[src/rtl/ibg_pkg.sv]
// ----------------------------------------------------------------------------
// ibg_pkg
// Shared widths, types and operand codes for the IoU box grouper.
// ----------------------------------------------------------------------------
`default_nettype none

package ibg_pkg;

    localparam int COORD_BITS  = 12;
    localparam int LABEL_BITS  = 8;
    localparam int COUNT_BITS  = 8;
    localparam int SCORE_BITS  = 16;
    localparam int THRESH_BITS = 16;

    // area of one box, and a sum of two areas
    localparam int AREA_BITS  = 2 * COORD_BITS;
    localparam int UNION_BITS = AREA_BITS + 1;

    // shared multiplier: wide operand carries the union or a horizontal extent,
    // narrow one a vertical extent or the threshold
    localparam int MUL_A_BITS = UNION_BITS;
    localparam int MUL_B_BITS = (COORD_BITS > THRESH_BITS) ? COORD_BITS : THRESH_BITS;
    localparam int PROD_BITS  = MUL_A_BITS + MUL_B_BITS;

    localparam logic [COUNT_BITS-1:0]  COUNT_MAX     = '1;
    localparam logic [THRESH_BITS-1:0] THRESH_RESET  = THRESH_BITS'(32768);

    typedef struct packed {
        logic [COORD_BITS-1:0] left;
        logic [COORD_BITS-1:0] top;
        logic [COORD_BITS-1:0] right;
        logic [COORD_BITS-1:0] bottom;
    } box_t;

    typedef enum logic [1:0] {
        OP_HEAD_AREA,
        OP_BOX_AREA,
        OP_INTER,
        OP_THRESH
    } op_sel_t;

    typedef struct packed {
        logic [MUL_A_BITS-1:0] a;
        logic [MUL_B_BITS-1:0] b;
    } mul_op_t;

endpackage

`default_nettype wire

[src/rtl/ibg_mul.sv]
// ----------------------------------------------------------------------------
// ibg_mul
// Shared multiplier with a registered product.
// ----------------------------------------------------------------------------
`default_nettype none

module ibg_mul import ibg_pkg::*; (
    input  logic                 clk,
    input  mul_op_t              op,
    output logic [PROD_BITS-1:0] prod
);

    logic [PROD_BITS-1:0] prod_reg;

    always_ff @(posedge clk)
    begin
        prod_reg <= PROD_BITS'(op.a) * PROD_BITS'(op.b);
    end

    assign prod = prod_reg;

endmodule

`default_nettype wire

[config.mk]
export PLATFORM = sky130hd
export DESIGN_NAME = ibg_mul
export DESIGN_NICKNAME = d
export VERILOG_FILES = /design/src/rtl/ibg_pkg.sv /design/src/rtl/ibg_mul.sv
export SDC_FILE = /design/constraint.sdc
export NUM_CORES = 1
export LEC_CHECK = 0
export BUFFER_PORTS_ARGS = -buffer_cell sky130_fd_sc_hd__buf_2
export CAP_MARGIN = 10
export CORE_MARGIN = 4
export CORE_UTILIZATION = 60
export CTS_BUF_LIST = sky130_fd_sc_hd__clkbuf_4
export DETAILED_ROUTE_END_ITERATION = 10
export PLACE_DENSITY = 0.85
export SYNTH_ARGS = -nofsm -noshare
export SYNTH_HDL_FRONTEND = slang
export SYNTH_SLANG_ARGS = --single-unit
[constraint.sdc]
create_clock -name clk -period 8.25 [get_ports clk]
set_input_delay 1.2375 -clock clk [delete_from_list [all_inputs] [get_ports clk]]
set_output_delay 1.2375 -clock clk [all_outputs]
set_load 0.1 [all_outputs]
# After elaboration in Yosys (flattened, before gate mapping)
# Cells that the tools add are included.
[op_classes]
mul = 1
[ops]
columns = ["op", "n"]
rows = [
  ["multiplier 25 x 16 -> 41 bit", 1],
]
[word_totals]
ff_bits = 41
input_bits = 42
output_inout_bits = 41

# Depth between registers and ports, before layout
# Gate-level depths: netlist (run 1).
[logic_depth]
depth_word = 1
ltp_mapped = 25

# Worst setup path after synthesis (run 1)
# OpenSTA, ideal clock, no wires.
[synth_timing]
kind = "input to register"
startpoint = "in op[9] (netlist bit)"
endpoint = "reg prod_reg[29] (netlist: prod[29])"
t_arrival_ns = 6.741
required_time_ns = 8.178
path_slack_ns = 1.437
cell_stages = 24
path_cell_list = "clkbuf_1 clkbuf_1 nand2_1 fa_1 inv_1 fa_1 inv_1 fa_1 inv_1 fa_1 fa_1 inv_1 fa_1 inv_1 ha_1 a21o_1 a21o_1 a21oi_1 o221ai_1 o31ai_4 o21a_1 o21bai_1 a21oi_1 xnor2_1"
[synth_via]
elab_chain_len = 1
[synth_lines]
columns = ["element", "line_no", "rtl"]
rows = [
  ["from (decl)", "ibg_mul.sv:9", "input mul_op_t op,"],
  ["multiplier 25 x 16 -> 41 bit", "ibg_mul.sv:17", "prod_reg <= PROD_BITS'(op.a) * PROD_BITS'(op.b);"],
  ["to (signal assigned)", "ibg_mul.sv:17", ""],
  ["to (decl)", "ibg_mul.sv:13", "logic [PROD_BITS-1:0] prod_reg;"],
]
# No other way between the ends.

# Final worst setup path (run 1)
[layout_timing]
startpoint = "in op[7] (netlist bit)"
endpoint = "reg prod_reg[29] (netlist: prod[29])"
# Same word-level chain as after synthesis.

==> flow_metrics.tcl, run 1 <==
set metrics [dict create \
    outcome "complete, no violations" \
    wire_per_inst_um 17.6 \
    drc 0 \
    clk_pin_slew_ps 170 \
    yosysSeqAreaShare 0.0603 \
    cts_tree "built" \
    fmax_mhz 141 \
    final-hold-violation-count 0 \
    fin_area_sq_mm 0.0142 \
    drtIter0Drc 778 \
    syn_area_per_cell_sq_um 8.97 \
    dieWidth_um 159 \
    cts-root-buf "clkbuf_4" \
    cts_resized 0 \
    die_area_sq_mm 0.0252 \
    fp.dieH_um 159 \
    fin_util 0.642 \
    critPathKind "in2reg" \
    antenna_left 0 \
    grt_max_degree 26 \
    gp_congestion 0.869 \
    fin_crit_ps 7080 \
    grt_pass1_vias 11200 \
    tns_ps 0 \
    synth_edf_count 0 \
    crit_required_ps 8610 \
    synth_cells 1517 \
    area_growth_pct 4.26 \
    cts_hold_buf 0 \
    worst_hold_slack_ps 1310 \
    postCtsSetupBuffers 0 \
    grt_pass1_wl_um 53800 \
    core_area_sq_mm 0.0221 \
    vias_per_cell 5.57 \
    ys_warn_count 0 \
    yosysTopAreaCell "fa_1" \
    synth_compound_area_frac 0.0571 \
    dp_hpwl_um 25400 \
    vias 10200 \
    numPortBuffers 82 \
    ys.flop_type "dfxtp_1" \
    routed_wirelength_um 32100 \
    yosys.area_share.adder 0.575 \
    arrival_ps 7440 \
    cts_max_path_buffers 2 \
    drt_pass1_iterations 5 \
    syn_nets 1992 \
    synth-simple-area-share 0.168 \
    yosysMostFrequentCell "inv_1" \
    final_layout_size_suffix_gt1_frac 0.0648 \
    relSlewSlack 0.588 \
    ys_ff_latch 41 \
    synth_commonest_cells "inv_1, fa_1, nand2_1, and2_1, ha_1" \
    start_util 0.616 \
    grt_use_total 0.273 \
    nets 2017 \
    antenna_found_initial 1 \
    synthDistinctLibCells 47 \
    htree_levels 2 \
    rsz0062_at_grt "false" \
    cts_inserted_buffers 5 \
    synth_area_sq_mm 0.0136 \
    post_dp_cell_area_sq_mm 0.0141 \
    critPathLaunchType "primary input" \
    synth_top_area_frac 0.471 \
    endpoint_kind "register" \
    worst_pin_slew_ps 619 \
    overflow 0 \
    fin_crit_sh 0.859 \
    cap_violations 0 \
    setup_viol 0 \
    async_flop_share 0 \
    hold_path_class "in2reg" \
    ios 83 \
    largest_reg_flops 41 \
    synth_xor_area_frac 0.0225 \
    cp_max_fo 25 \
    synth_top_family_by_area "adder cells" \
    num_rows 54 \
    synth_area_leaders "fa_1, ha_1, inv_1" \
    report.final.slew_viol_count 0 \
    synth_mux_area_frac 0.000735 \
    cts.sink_count 41 \
]
metal layers:
metal / track usage / wire, um
met3: 0.0481 / 2530
met5: 0 / 0
met4: 0.114 / 1460
met2: 0.476 / 16400
met1: 0.337 / 11700
logic make-up after synthesis:
kind of cell,Yosys count
AND/OR/NAND/NOR,475
adder cells (fa/ha/maj),433
buffers and inverters,422
AO/OA/AOI/OAI,110
flip-flops,41
XOR/XNOR,35
multiplexers,1
final cells by class:
type	count	area, sq um
Antenna cell	2	5.00
Clock buffer	5	37.5
Clock inverter	3	17.5
Fill cell	1759	7910
Inverter	357	1340
Multi-Input combinational cell	1054	11200
Sequential cell	41	821
Tap cell	280	350
Timing Repair Buffer	83	418
stage by stage:
step,cells,worst slack (ps)
final,1825,1170
after global routing,1824,946
after CTS,1823,1230
after detailed placement,1815,787
after global placement,1815,908
after floorplan,1517,1440
critical path, cell delays in order:
cell	delay, ps
buf_2	450
nand2_1	160
fa_1	550
inv_1	50
fa_1	510
inv_1	60
fa_1	540
inv_1	50
fa_1	460
fa_1	500
inv_1	50
fa_1	480
inv_1	40
ha_1	330
a21o_1	190
a21o_1	170
a21oi_1	200
o221ai_1	250
o31ai_4	540
o21a_1	250
o21bai_1	70
a21oi_1	170
xnor2_1	140
placed cells by master, fill, tap and decap left out, types with 2 or more instances in the layout:
| master | instances |
|---|---|
| a21oi_1 | 35 |
| nand4_1 | 6 |
| and2_1 | 171 |
| a31oi_1 | 5 |
| a211oi_1 | 3 |
| and3_1 | 4 |
| xor2_1 | 12 |
| dfxtp_1 | 41 |
| diode_2 | 2 |
| o21bai_1 | 5 |
| o21a_1 | 6 |
| nand2_1 | 257 |
| buf_2 | 82 |
| clkbuf_4 | 5 |
| fa_1 | 320 |
| o21ai_0 | 14 |
| nand3_1 | 9 |
| ha_1 | 113 |
| nor2b_1 | 3 |
| nor3_1 | 3 |
| clkinv_2 | 2 |
| xnor2_1 | 23 |
| a21o_1 | 24 |
| a41o_1 | 2 |
| nor2_1 | 15 |
| inv_1 | 357 |
| o31ai_4 | 2 |
| nand2b_1 | 2 |
path summary, 6_finish.rpt:
kind / startpoint / endpoint / slack (ps) / depth (start not counted)
setup / recovery: op[7] / prod[29] / 1170 / 23
hold / removal: op[16] / prod[0] / 1310 / 2
Power of run 1 is left out: the tool's default activity adds up to more than one toggle a clock period on the data nets, which glitch-free logic cannot reach.
==> run 2: changes to the inputs <==
--- a/config.mk
+++ b/config.mk
@@ -8,10 +8,10 @@
 export BUFFER_PORTS_ARGS = -buffer_cell sky130_fd_sc_hd__buf_2
 export CAP_MARGIN = 10
 export CORE_MARGIN = 4
-export CORE_UTILIZATION = 60
+export CORE_UTILIZATION = 45
 export CTS_BUF_LIST = sky130_fd_sc_hd__clkbuf_4
 export DETAILED_ROUTE_END_ITERATION = 10
-export PLACE_DENSITY = 0.85
+export PLACE_DENSITY = 0.68
 export SYNTH_ARGS = -nofsm -noshare
 export SYNTH_HDL_FRONTEND = slang
 export SYNTH_SLANG_ARGS = --single-unit
==> flow_metrics.tcl, run 2 (synthesis gave the netlist of run 1 again) <==
set metrics [dict create \
    outcome "complete, no violations" \
    critPathKind "in2reg" \
    postCtsSetupBuffers 0 \
    cts_inserted_buffers 5 \
    setup_ws_ps 1210 \
    fill_cells 2831 \
    drtIter0Drc 479 \
    crit_required_ps 8570 \
    antenna_found_initial 5 \
    vias 10100 \
    grt_pass1_vias 10900 \
    final_common_cell "inv_1" \
    hold_path_class "in2reg" \
    clk_pin_slew_ps 160 \
    dp_hpwl_um 26200 \
    cts.sink_count 41 \
    grt_pass1_wl_um 56300 \
    cts_tree "built" \
    fmax_mhz 142 \
    cts_resized 0 \
    dieWidth_um 182 \
    start_util 0.458 \
    final_layout_size_suffix_gt1_frac 0.0648 \
    vias_per_cell 5.23 \
    report.final.slew_viol_count 0 \
    pre_cts_slack_ps 809 \
    num_rows 63 \
    setup_viol 0 \
    antenna_left 0 \
    overflow 0 \
    endpoint_kind "register" \
    rsz0062_at_grt "false" \
    cts_max_path_buffers 2 \
    die_area_sq_mm 0.0331 \
    core_area_sq_mm 0.0297 \
    drc 0 \
    largest_reg_flops 41 \
    ios 83 \
    cts-root-buf "clkbuf_4" \
    grt_max_degree 26 \
    cp_max_fo 25 \
    grt_use_total 0.213 \
    hp-start "op[16]" \
    htree_levels 2 \
    relSlewSlack 0.578 \
    min_to "prod[0]" \
    tns_ps 0 \
    numPortBuffers 82 \
    drt_pass1_iterations 5 \
    fin_crit_ps 7040 \
    arrival_ps 7360 \
    critPathLaunchType "primary input" \
    wire_per_inst_um 17.5 \
    gp_congestion 0.871 \
    cap_violations 0 \
    routed_wirelength_um 33800 \
    hold_depth 2 \
    final-hold-violation-count 0 \
    area_growth_pct 5.63 \
    nets 2017 \
    cts_hold_buf 0 \
    worst_pin_slew_ps 633 \
    fp.dieH_um 182 \
    final_cell_mix "inv_1, fa_1, nand2_1, and2_1, ha_1" \
    fin_crit_sh 0.854 \
]
run 2: cell types whose count changed in the layout (fill, tap and decap cells not counted):
| cell | previous run | this run |
|---|---|---|
| clkinvlp_4 | 1 | 0 |
| bufinv_16 | 0 | 2 |
| clkinv_2 | 2 | 0 |
| inv_6 | 0 | 1 |
| diode_2 | 2 | 1 |
run 2: worst max-delay path by stage:
| stage | startpoint | slack (ps) | to | depth (start not counted) |
|---|---|---|---|---|
| floorplan | op[9] | 1440 | prod[29] | 24 |
| global placement | op[7] | 870 | prod[29] | 23 |
| detailed placement | op[1] | 810 | prod[40] | 20 |
| CTS | op[1] | 1260 | prod[40] | 20 |
| global route | op[7] | 990 | prod[29] | 23 |
| finish | op[2] | 1210 | prod[40] | 20 |
run 2: cell type report:
type                    instances  area (sq um)  area share
clock inverters                 3          68.8     0.00479
repair buffers                 83           418      0.0291
inverters                     357          1340      0.0932
flip-flops and latches         41           821      0.0571
diodes                          1          2.50    0.000174
well taps                     390           488      0.0339
multi-input cells            1054         11200       0.779
clock buffers                   5          37.5     0.00261
run 2: layer usage:
metal	wire length [um]	vias up	GRT usage	part of all wire
met5	56	-	0	0.0017
met4	1210	8	0.0724	0.036
met3	1980	84	0.0313	0.059
met2	17100	302	0.370	0.51
met1	13500	5233	0.273	0.40
li1	-	4488	-	-
run 2: stage by stage:
stage | hold slack [ps] | instance area (sq um) | utilization | std cells
finish | 1260 | 14400 | 0.484 | 1934
global route | 1260 | 14400 | 0.484 | 1934
CTS | 1230 | 14400 | 0.484 | 1933
detailed placement | 1710 | 14300 | 0.480 | 1925
global placement | 1690 | 14300 | 0.480 | 1925
floorplan | 1360 | 13600 | - | 1517
run 2: critical path, cell delays in order:
cell,delay [ps]
buf_2,500
nand2_1,170
fa_1,530
fa_1,530
fa_1,480
fa_1,500
inv_1,50
fa_1,550
inv_1,50
fa_1,470
inv_1,40
ha_1,340
and3_1,210
and4_1,200
a211o_1,380
a31oi_4,320
o21a_1,270
o211ai_1,180
a211oi_1,250
nor3b_1,70
Power of run 2 is left out for the same reason.
