## config.mk

```make
export PLATFORM = sky130hd
export DESIGN_NAME = ibg_geom
export DESIGN_NICKNAME = d
export VERILOG_FILES = /design/src/rtl/ibg_pkg.sv /design/src/rtl/ibg_geom.sv
export SDC_FILE = /design/constraint.sdc
export NUM_CORES = 1
export LEC_CHECK = 0
export BUFFER_PORTS_ARGS = -buffer_cell sky130_fd_sc_hd__buf_2
export CAP_MARGIN = 20
export CORE_MARGIN = 10
export CORE_UTILIZATION = 55
export DETAILED_ROUTE_END_ITERATION = 8
export GPL_TIMING_DRIVEN = 0
export PLACE_DENSITY = 0.85
export SYNTH_ARGS = -nofsm -noshare
export SYNTH_HDL_FRONTEND = slang
export SYNTH_SLANG_ARGS = --single-unit
```

## constraint.sdc

```tcl
create_clock -name vclk -period 8.8
set_clock_uncertainty 0.05 [all_clocks]
set_input_delay 2.2 -clock vclk [all_inputs]
set_output_delay 2.2 -clock vclk [all_outputs]
set_load 0.05 [all_outputs]
```

## src/rtl/ibg_pkg.sv

```systemverilog
// ----------------------------------------------------------------------------
// ibg_pkg
// Shared widths, types and operand codes for the IoU box grouper.
// ----------------------------------------------------------------------------
`default_nettype none

package ibg_pkg;

    localparam int COORD_BITS  = 12;
    localparam int LABEL_BITS  = 8;
    localparam int COUNT_BITS  = 8;
    localparam int SCORE_BITS  = 16;
    localparam int THRESH_BITS = 16;

    // area of one box, and a sum of two areas
    localparam int AREA_BITS  = 2 * COORD_BITS;
    localparam int UNION_BITS = AREA_BITS + 1;

    // shared multiplier: wide operand carries the union or a horizontal extent,
    // narrow one a vertical extent or the threshold
    localparam int MUL_A_BITS = UNION_BITS;
    localparam int MUL_B_BITS = (COORD_BITS > THRESH_BITS) ? COORD_BITS : THRESH_BITS;
    localparam int PROD_BITS  = MUL_A_BITS + MUL_B_BITS;

    localparam logic [COUNT_BITS-1:0]  COUNT_MAX     = '1;
    localparam logic [THRESH_BITS-1:0] THRESH_RESET  = THRESH_BITS'(32768);

    typedef struct packed {
        logic [COORD_BITS-1:0] left;
        logic [COORD_BITS-1:0] top;
        logic [COORD_BITS-1:0] right;
        logic [COORD_BITS-1:0] bottom;
    } box_t;

    typedef enum logic [1:0] {
        OP_HEAD_AREA,
        OP_BOX_AREA,
        OP_INTER,
        OP_THRESH
    } op_sel_t;

    typedef struct packed {
        logic [MUL_A_BITS-1:0] a;
        logic [MUL_B_BITS-1:0] b;
    } mul_op_t;

endpackage

`default_nettype wire

```

## src/rtl/ibg_geom.sv

```systemverilog
// ----------------------------------------------------------------------------
// ibg_geom
// Box geometry: clamped extents and overlap, muxed onto multiplier operands.
// ----------------------------------------------------------------------------
`default_nettype none

module ibg_geom import ibg_pkg::*; (
    input  box_t                   head,
    input  box_t                   cur,
    input  logic [THRESH_BITS-1:0] threshold,
    input  logic [UNION_BITS-1:0]  union_area,
    input  op_sel_t                sel,
    output mul_op_t                op
);

    function automatic logic [COORD_BITS-1:0] extent(
        input logic [COORD_BITS-1:0] lo,
        input logic [COORD_BITS-1:0] hi
    );
        return (hi > lo) ? (hi - lo) : '0;
    endfunction

    logic [COORD_BITS-1:0] ov_left, ov_top, ov_right, ov_bottom;

    assign ov_left   = (head.left   > cur.left)   ? head.left   : cur.left;
    assign ov_top    = (head.top    > cur.top)    ? head.top    : cur.top;
    assign ov_right  = (head.right  < cur.right)  ? head.right  : cur.right;
    assign ov_bottom = (head.bottom < cur.bottom) ? head.bottom : cur.bottom;

    always_comb
    begin
        case (sel)
            OP_HEAD_AREA:
            begin
                op.a = MUL_A_BITS'(extent(head.left, head.right));
                op.b = MUL_B_BITS'(extent(head.top, head.bottom));
            end
            OP_BOX_AREA:
            begin
                op.a = MUL_A_BITS'(extent(cur.left, cur.right));
                op.b = MUL_B_BITS'(extent(cur.top, cur.bottom));
            end
            OP_INTER:
            begin
                op.a = MUL_A_BITS'(extent(ov_left, ov_right));
                op.b = MUL_B_BITS'(extent(ov_top, ov_bottom));
            end
            OP_THRESH:
            begin
                op.a = union_area;
                op.b = MUL_B_BITS'(threshold);
            end
            default:
            begin
                op.a = '0;
                op.b = '0;
            end
        endcase
    end

endmodule

`default_nettype wire

```

# Word-level counts from Yosys, hierarchy flattened

Cells that the tools add are included.

Bits in registers: 0
Latch bits: 0
Memory bits (writable): 0
Memory bits (read-only): 0
Input bits: 139
Output and inout bits: 41
Word-level logic and storage cells: 31
Memories: 0

Add/sub/neg operators: 6
Multipliers: 0
Div/mod/pow operators: 0
Order comparisons: 10
Eq/ne operators: 3
Shift operators: 0
Muxes and demuxes: 11
Bitwise logic cells: 0
Reduce and logical (&&, ||, !) cells: 1

Operator list:

| operator                                       | count |
|---|---|
| one-hot mux 41 bit (4 select lines)            | 1 |
| two-way mux 12 bit                             | 10 |
| greater-than comparator 12 bit                 | 8 |
| subtractor 12 bit                              | 6 |
| less-than comparator 12 bit                    | 2 |
| == test 2 bit (second input constant)          | 2 |
| == test 2 x 1 -> 1 bit (second input constant) | 1 |
| zero test 2 bit                                | 1 |

# Logic depth before layout (Yosys ltp)

Gate-level depths: netlist of run 1.

Depth in word-level cells: 5
Gate-level depth with buffers: 20
Gate-level depth less buffers: 19

# Worst setup path before layout of run 1

OpenSTA, ideal clock, no wires.

Path kind: input to output
From: in cur[41] (netlist name)
To: out op[19] (netlist name)
Arrival time: 6.364 ns
Data required time: 6.550 ns
Slack: 0.186 ns
Stages on the path: 20
Path buffers: 1
Path through: inv_1 ha_1 a21o_1 a21o_1 a21oi_1 o21ai_0 a2111oi_0 nand2b_1 mux2_2 ha_1 inv_1 fa_1 a21o_1 a21o_1 a221oi_2 o21ai_1 o311a_1 buf_2 inv_1 o21ai_0

RTL lines:

| item        | line           | text |
|---|---|---|
| from (decl) | ibg_geom.sv:9  | `input box_t cur,` |
| to (decl)   | ibg_geom.sv:13 | `output mul_op_t op` |

==> results of run 1 <==
[worst max-delay path: cells and delay by family]
kind / cells / cell delay, ps
multiplexers: 1 / 160
buffers and inverters: 5 / 700
AO/OA/AOI/OAI: 11 / 2150
adder cells (fa/ha/maj): 3 / 810
AND/OR/NAND/NOR: 2 / 370
[power by group]
group | internal, mW | leakage, nW | switching, mW
logic | 0.272 | 3.68 | 0.409
clock network | 0 | 0 | 0
registers | 0 | 0 | 0
[per-stage QoR]
| stage | TNS, ps | setup WS [ps] | hold WS, ps | cells |
|---|---|---|---|---|
| final | 0 | 156 | 4780 | 1069 |
| after global routing | -227 | -59.8 | 4810 | 1069 |
| after CTS | 0 | 13.4 | 4790 | 1067 |
| after detailed placement | -1240 | -160 | 4790 | 1067 |
| after global placement | -987 | -147 | 4790 | 1067 |
| after floorplan | 0 | 186 | 4680 | 754 |
[final timing paths]
| kind | from | to | slack [ps] | cells after the start |
|---|---|---|---|---|
| worst max-delay path | cur[37] | op[24] | 160 | 22 |
| worst min-delay path | threshold[11] | op[11] | 4780 | 4 |
[what timing repair did]
action / CTS / global route
buffers inserted: 0 / 2
setup endpoints to repair: 17 / 22
gates resized for setup: 8 / 19
pin swaps: 0 / 3
[cell usage after synthesis (10+ instances only)]
cell,instances
a21o_1,31
a21oi_1,52
a222oi_1,11
and3_1,19
ha_1,118
inv_1,92
mux2_2,25
mux2i_1,27
nand2_1,36
nand2b_1,16
nand4_1,24
nor2_1,38
nor2b_1,11
nor3_1,15
o21a_1,18
o21ai_0,30
o21ai_1,10
xnor2_1,27
xor2_1,21
[cells by family after synthesis]
group	Yosys count	synth area share, %
AO/OA/AOI/OAI	238	29.9
AND/OR/NAND/NOR	185	17.0
adder cells (fa/ha/maj)	124	28.4
buffers and inverters	107	7.47
multiplexers	52	9.80
XOR/XNOR	48	7.47
[metal layers]
metal / vias to the layer above / global-route usage [%]
li1: 3205 / -
met1: 3031 / 29.3
met2: 290 / 47.0
met3: 43 / 2.51
met4: 0 / 7.00
met5: - / 0
[cell type report]
type / instances / area (µm²)
plain buffers: 15 / 86.3
multi-input cells: 647 / 5300
well taps: 133 / 166
inverters: 92 / 345
fillers: 871 / 3040
repair buffers: 182 / 925
==> reports/qor.yml, run 1 <==
run_status: "finished, final reports clean"
num_io_pins: 180
synth_cell_types: 61
seq_cells: 0
period_share_pct: 98.2
netlist_area_um2: 5630
cap_violations: 0
port_buffers: 180
p_leak_nw: 3.68
max_stage_delay_ps: 400
diodes: 0
wirelength_mm: 20.0
syn-num-nets: 1017
power.total_mw: 0.681
clkbuf_count: 0
layout.nets: 1201
stdcell_area_um2: 6820
cp.required_ps: 6550
worst_slew_pin_slew_ps: 812
max_slew_margin_pct: 44.5
finalMaxSlewViolations: 0
layout_common_cells: "181 x buf_2, 118 x ha_1, 92 x inv_1, 50 x a21oi_1, 37 x nor2_1"
regArea_um2: 0
crit_path_end_kind: "output pin"
synth_top_area_cell: "ha_1"
grt_max_degree: 11
crit_top_cell: "o21a_1"
drive_gt1_share_pct: 25.9
power.density_nw_per_um2: 99.8
initialDrtViolationCount: 503
min_period_ps: 8640
die_area_um2: 14700
hold_class: "in -> out"
highest_layer: "met4"
cp_slowest_cell: "fa_2"
path_max_fanout: 10
start_util_pct: 57.1
syn_to_final_growth_pct: 21.2
wl_met1_mm: 8.30
grt_pass1_wl_mm: 31.0
layout_commonest_cell: "buf_2"
utilization_pct: 69.2
path_cells: "buf_2, inv_1, ha_1, nor2b_1, o21a_1, o21a_1, o21a_1, a2111oi_2, nand2b_4, mux2_2, ha_1, inv_1, fa_2, a21o_1, a21o_4, a221oi_4, o21ai_2, o311a_1, buf_2, a222oi_1, o21ai_1, buf_4"
worstSetupPathType: "in -> out"
dp_hpwl_mm: 17.3
via_count: 6569
max_freq_mhz: 116
setup-violations-final: 0
core_area_um2: 9860
hold_viol: 0
startpoint_type: "input port"
peakVddDrop_v: 0.0000601
rows: 36
netlist_instances: 754
place_area_um2: 6700
vias_per_cell: 6.14
wl_per_cell_um: 18.7
yosysSeqAreaShare_pct: 0
critPathArrivalTime_ps: 6390
synthTopCellsByArea: "ha_1 26%, inv_1 6.1%, mux2_2 5.0%, mux2i_1 4.8%, a21oi_1 4.6%"
yosys.area.top_type_share_pct: 26.2
grt_pass1_vias: 6620
met2_length_mm: 9.88
antenna_found_initial: 0
avgSynthCellArea_um2: 7.47
gp_congestion: 0.956
die_w_um: 121
wl_met3_mm: 1.26
synth_warnings: 0
die_h_um: 121
route.detailed.drc: 0
ant_nets: 0
cts_hold_buffers: 0
grt_use_total_pct: 25.1
drt_pre_antenna_iters: 5
gr-total-overflow: 0
No activity file was read; power rests on OpenSTA's default activity.
==> run 2: changes to the inputs <==
--- a/config.mk
+++ b/config.mk
@@ -7,11 +7,11 @@
 export LEC_CHECK = 0
 export BUFFER_PORTS_ARGS = -buffer_cell sky130_fd_sc_hd__buf_2
 export CAP_MARGIN = 20
-export CORE_MARGIN = 10
-export CORE_UTILIZATION = 55
+export CORE_MARGIN = 2
+export CORE_UTILIZATION = 50
 export DETAILED_ROUTE_END_ITERATION = 8
 export GPL_TIMING_DRIVEN = 0
-export PLACE_DENSITY = 0.85
+export PLACE_DENSITY = 0.79
 export SYNTH_ARGS = -nofsm -noshare
 export SYNTH_HDL_FRONTEND = slang
 export SYNTH_SLANG_ARGS = --single-unit
==> constraint.sdc (replaced) <==
create_clock -name vclk -period 9.55
set_clock_uncertainty 0.05 [all_clocks]
set_input_delay 2.3875 -clock vclk [all_inputs]
set_output_delay 2.3875 -clock vclk [all_outputs]
set_load 0.05 [all_outputs]
==> reports/qor.yml, run 2 (same netlist as run 1, synthesis figures left out) <==
seq_cells: 0  # unchanged
layout_common_cells: "185 x buf_2, 118 x ha_1, 92 x inv_1, 52 x a21oi_1, 37 x nor2_1"
regArea_um2: 0  # unchanged
ant_nets: 0  # unchanged
vias_per_cell: 5.94  # -3.4%
die_w_um: 110  # -9.1%
min_period_ps: 9360
seqPwrFrac_pct: 0  # unchanged
crit_path_end_kind: "output pin"
grt_max_degree: 11  # unchanged
path_max_fanout: 10  # unchanged
die_area_um2: 12100  # -17%
initialDrtViolationCount: 467  # -7.2%
critPathBufInv: 5  # unchanged
hold_start: "union_area[1]"
run_status: "finished, final reports clean"
grt_use_total_pct: 28.9  # +3.8 points
max_stage_delay_ps: 460  # +60 ps
hold_class: "in -> out"
clkPwrFrac_pct: 0  # unchanged
finalMaxSlewViolations: 0  # unchanged
drive_gt1_share_pct: 24.7  # -1.1 points
crit_top_cell: "a21o_1"
syn_to_final_growth_pct: 19.6
gp_congestion: 0.934  # -2.3%
start_util_pct: 51.5  # -5.6 points
critPathArrivalTime_ps: 6920  # +530 ps
peakVddDrop_v: 0.0000614  # +2.1%
cap_violations: 0  # unchanged
port_buffers: 180  # unchanged
grt_pass1_wl_mm: 28.3  # -8.8%
max_freq_mhz: 107
fin_tns_setup_ps: 0  # unchanged
period_share_pct: 98.0
hold_viol: 0  # unchanged
clkbuf_count: 0  # unchanged
max_slew_margin_pct: 46.0  # +1.5 points
die_h_um: 110  # -9.1%
power_frac_comb_pct: 100.0  # about the same
worst_slew_pin_slew_ps: 790  # -22.6 ps
power.switching_mw: 0.364  # -11%
path_cells: "buf_2, inv_1, ha_1, a21o_1, a21o_1, a21oi_1, o21ai_0, a2111oi_0, nand2b_2, buf_4, mux2i_1, fa_1, a21o_1, a21o_1, a221oi_4, o21ai_1, o311a_1, buf_2, a222oi_1, o21ai_1, buf_2"
stdcell_area_um2: 6740  # -1.3%
antenna_found_initial: 0  # unchanged
gr-total-overflow: 0  # unchanged
grt_pass1_vias: 6181  # -6.6%
setup-violations-final: 0  # unchanged
layout_commonest_cell: "buf_2"
wirelength_mm: 17.8  # -11%
power.density_nw_per_um2: 89.9  # -9.9%
startpoint_type: "input port"
core_area_um2: 10900  # +11%
num_io_pins: 180  # unchanged
min_to: "op[17]"
via_count: 6382  # -2.8%
internal_power_mw: 0.242  # -11%
diodes: 0  # unchanged
drt_pre_antenna_iters: 6  # +1
wl_per_cell_um: 16.6  # -12%
holdWs_ps: 5160  # +373 ps
dp_hpwl_mm: 15.7  # -9.0%
worstSetupPathType: "in -> out"
rsz0062_at_grt: "false"
rows: 38  # +5.6%
crit_family: "compound AO/OA/AOI/OAI gates"
switching_share_pct: 60.1  # about the same
worstHoldPathCells: 4  # unchanged
route.detailed.drc: 0  # unchanged
cp.required_ps: 7110  # +560 ps
layout.nets: 1200  # -0.083%
p_leak_nw: 3.65  # -0.85%
cp_slowest_cell: "fa_1"
place_area_um2: 6710  # +0.13%
[run 2: through the flow]
step / setup slack, ps / power (mW) / cells / util (%)
finish: 195 / 0.606 / 1075 / 61.6
global placement: 200 / 0.582 / 1074 / 61.3
detailed placement: 169 / 0.590 / 1074 / 61.3
global route: 37.6 / 0.659 / 1075 / 61.6
floorplan: 561 / 0.442 / 754 / -
CTS: 162 / 0.593 / 1074 / 61.3
[run 2: metal layers]
layer	vias to the layer above	share of wire, %	GRT usage, %
met1	2878	43	37.0
met5	-	0	0
met2	276	48	53.5
li1	3204	-	-
met3	24	7.4	1.06
met4	0	2.0	6.43
[run 2: tightest hold or removal path, delay by kind of cell]
| family | cells | cell delay [ps] |
|---|---|---|
| AOI/OAI and AO/OA | 1 | 50 |
| buffers and inverters | 2 | 330 |
| and+or+nand+nor | 1 | 50 |
[run 2: layout make-up]
class              instances  area, µm²
multi-input cells        647       5230
fillers                 1059       4200
repair buffers           181        908
inverters                 92        345
well taps                140        175
plain buffers             15       77.6
[run 2: what timing repair did]
item | CTS | global route
hold buffers | 0 | 0
resized for setup | 0 | 5
setup endpoints to repair | 0 | 9
buffers inserted | 0 | 1
[run 2: how the worst max path moves through the flow]
stage / slack (ps) / endpoint / startpoint / depth (start not counted)
2_1_floorplan: 560 / op[19] / cur[41] / 20
3_5_place_dp: 170 / op[10] / cur[1] / 20
6_report: 190 / op[24] / cur[41] / 21
3_3_place_gp: 200 / op[10] / cur[1] / 20
4_1_cts: 160 / op[10] / cur[1] / 20
5_1_grt: 40 / op[24] / cur[41] / 22
[run 2: power groups by stage]
stage	Combinational (mW)	Clock (mW)	Sequential (mW)
6_report	0.606	0	0
4_1_cts	0.593	0	0
5_1_grt	0.659	0	0
3_3_place_gp	0.582	0	0
3_5_place_dp	0.590	0	0
2_1_floorplan	0.442	0	0
==> run 3: changes to the inputs <==
--- a/config.mk
+++ b/config.mk
@@ -12,6 +12,7 @@
 export DETAILED_ROUTE_END_ITERATION = 8
 export GPL_TIMING_DRIVEN = 0
 export PLACE_DENSITY = 0.79
+export REMOVE_ABC_BUFFERS = 1
 export SYNTH_ARGS = -nofsm -noshare
 export SYNTH_HDL_FRONTEND = slang
 export SYNTH_SLANG_ARGS = --single-unit
==> reports/qor.yml, run 3 (same netlist as run 1, synthesis figures left out) <==
run_status: "finished, final reports clean"
startpoint_type: "input port"
switching_share_pct: 59.5  # -0.59 points
hold_viol: 0  # unchanged
gp_congestion: 0.966  # +3.4%
p_leak_nw: 3.65  # about the same
power.density_nw_per_um2: 89.3  # -0.70%
seq_cells: 0  # unchanged
internal_power_mw: 0.243  # +0.70%
cp.required_ps: 7110  # about the same
ant_nets: 0  # unchanged
syn_to_final_growth_pct: 19.6  # about the same
worstSetupPathType: "in -> out"
initialDrtViolationCount: 451  # -3.4%
die_h_um: 110  # unchanged
wirelength_mm: 17.5  # -1.6%
die_area_um2: 12100  # unchanged
crit_family: "compound AO/OA/AOI/OAI gates"
path_max_fanout: 10  # unchanged
core_area_um2: 10900  # unchanged
worst_slew_pin_slew_ps: 854  # +64.9 ps
dp_hpwl_mm: 15.2  # -3.1%
drt_pre_antenna_iters: 5  # -1
num_io_pins: 180  # unchanged
peakVddDrop_v: 0.0000529  # -14%
place_area_um2: 6660  # -0.73%
min_period_ps: 9330  # -22.9 ps
fill_cells: 1058  # -0.094%
placedCellCount: 1061  # -1.2%
critPathArrivalTime_ps: 6890  # -30 ps
gr-total-overflow: 0  # unchanged
crit_top_cell: "a21o_1"
layout_setup_ws_ps: 218  # +22.9 ps
max_freq_mhz: 107  # +0.25%
pre_cts_ws_ps: -81.9  # -251 ps
layout_commonest_cell: "buf_2"
stdcell_area_um2: 6730  # about the same
seqPwrFrac_pct: 0  # unchanged
grt_use_total_pct: 27.8  # -1.1 points
crit_path_end_kind: "output pin"
regArea_um2: 0  # unchanged
cap_violations: 0  # unchanged
grt_max_degree: 27  # +16
diodes: 0  # unchanged
rsz0062_at_grt: "false"
path_cells: "buf_2, inv_1, ha_1, a21o_1, a21o_1, a21oi_1, nor2_1, a211oi_1, a21oi_2, mux2_2, ha_1, inv_1, fa_1, a21o_1, nand2_1, o21ai_1, a21oi_1, nor2_2, a222oi_1, o21ai_0, buf_2"
finalMaxSlewViolations: 0  # unchanged
grt_pass1_vias: 6019  # -2.6%
via_count: 6395  # +0.20%
max_stage_delay_ps: 450  # about the same
cp_slowest_cell: "a211oi_1"
layout.nets: 1193  # -0.58%
max_slew_margin_pct: 43.0  # -3.0 points
power_frac_comb_pct: 100.0  # about the same
drive_gt1_share_pct: 25.1  # +0.40 points
period_share_pct: 97.7  # -0.24 points
layout_common_cells: "180 x buf_2, 118 x ha_1, 92 x inv_1, 51 x a21oi_1, 37 x nor2_1"
power.total_mw: 0.601  # -0.78%
power.switching_mw: 0.358  # -1.8%
critPathBufInv: 4  # -1
fin_tns_setup_ps: 0  # unchanged
antenna_found_initial: 0  # unchanged
layout.cells.non_filler: 1068  # -0.65%
wl_per_cell_um: 16.4  # -0.97%
die_w_um: 110  # unchanged
holdWs_ps: 5150  # -11.0 ps
hold_class: "in -> out"
setup-violations-final: 0  # unchanged
vias_per_cell: 5.99  # +0.86%
utilization_pct: 61.5  # about the same
route.detailed.drc: 0  # unchanged
clkPwrFrac_pct: 0  # unchanged
port_buffers: 180  # unchanged
cts_hold_buffers: 0  # unchanged
start_util_pct: 51.5  # unchanged
grt_pass1_wl_mm: 27.2  # -4.0%
rows: 38  # unchanged
clkbuf_count: 0  # unchanged
[run 3: cell type report]
type	instances	area [µm²]	share of cell area, %
inverter	92	345	5.13
multi-input combinational	647	5230	77.7
tap	140	175	2.60
timing repair buffer	189	980	14.6
[run 3: per-layer routing]
layer / vias to the layer above / wire length [µm] / GRT usage, %
met2: 273 / 8600 / 53.2
met1: 2914 / 7300 / 34.4
met4: 0 / 427 / 6.16
met3: 28 / 1210 / 0.647
met5: - / 0 / 0
li1: 3180 / - / -
[run 3: power by group through the flow]
stage / registers, mW / clock network, mW / logic (mW)
finish: 0 / 0 / 0.601
global route: 0 / 0 / 0.658
CTS: 0 / 0 / 0.588
detailed placement: 0 / 0 / 0.585
global placement: 0 / 0 / 0.575
floorplan: 0 / 0 / 0.438
[run 3: timing repair]
action	CTS	global route
endpoints found under the setup margin	7	11
gates resized for setup	3	3
buffers inserted	0	6
[run 3: path summary, 6_finish.rpt]
path | from | end | slack, ps | cells past startpoint
worst min-delay path | threshold[7] | op[7] | 5150 | 4
worst max-delay path | cur[29] | op[2] | 220 | 21
[run 3: tightest hold or removal path, cell delays in order]
cell and delay [ps]:
buf_2 90, nand2_1 40, o211ai_1 70, buf_2 210
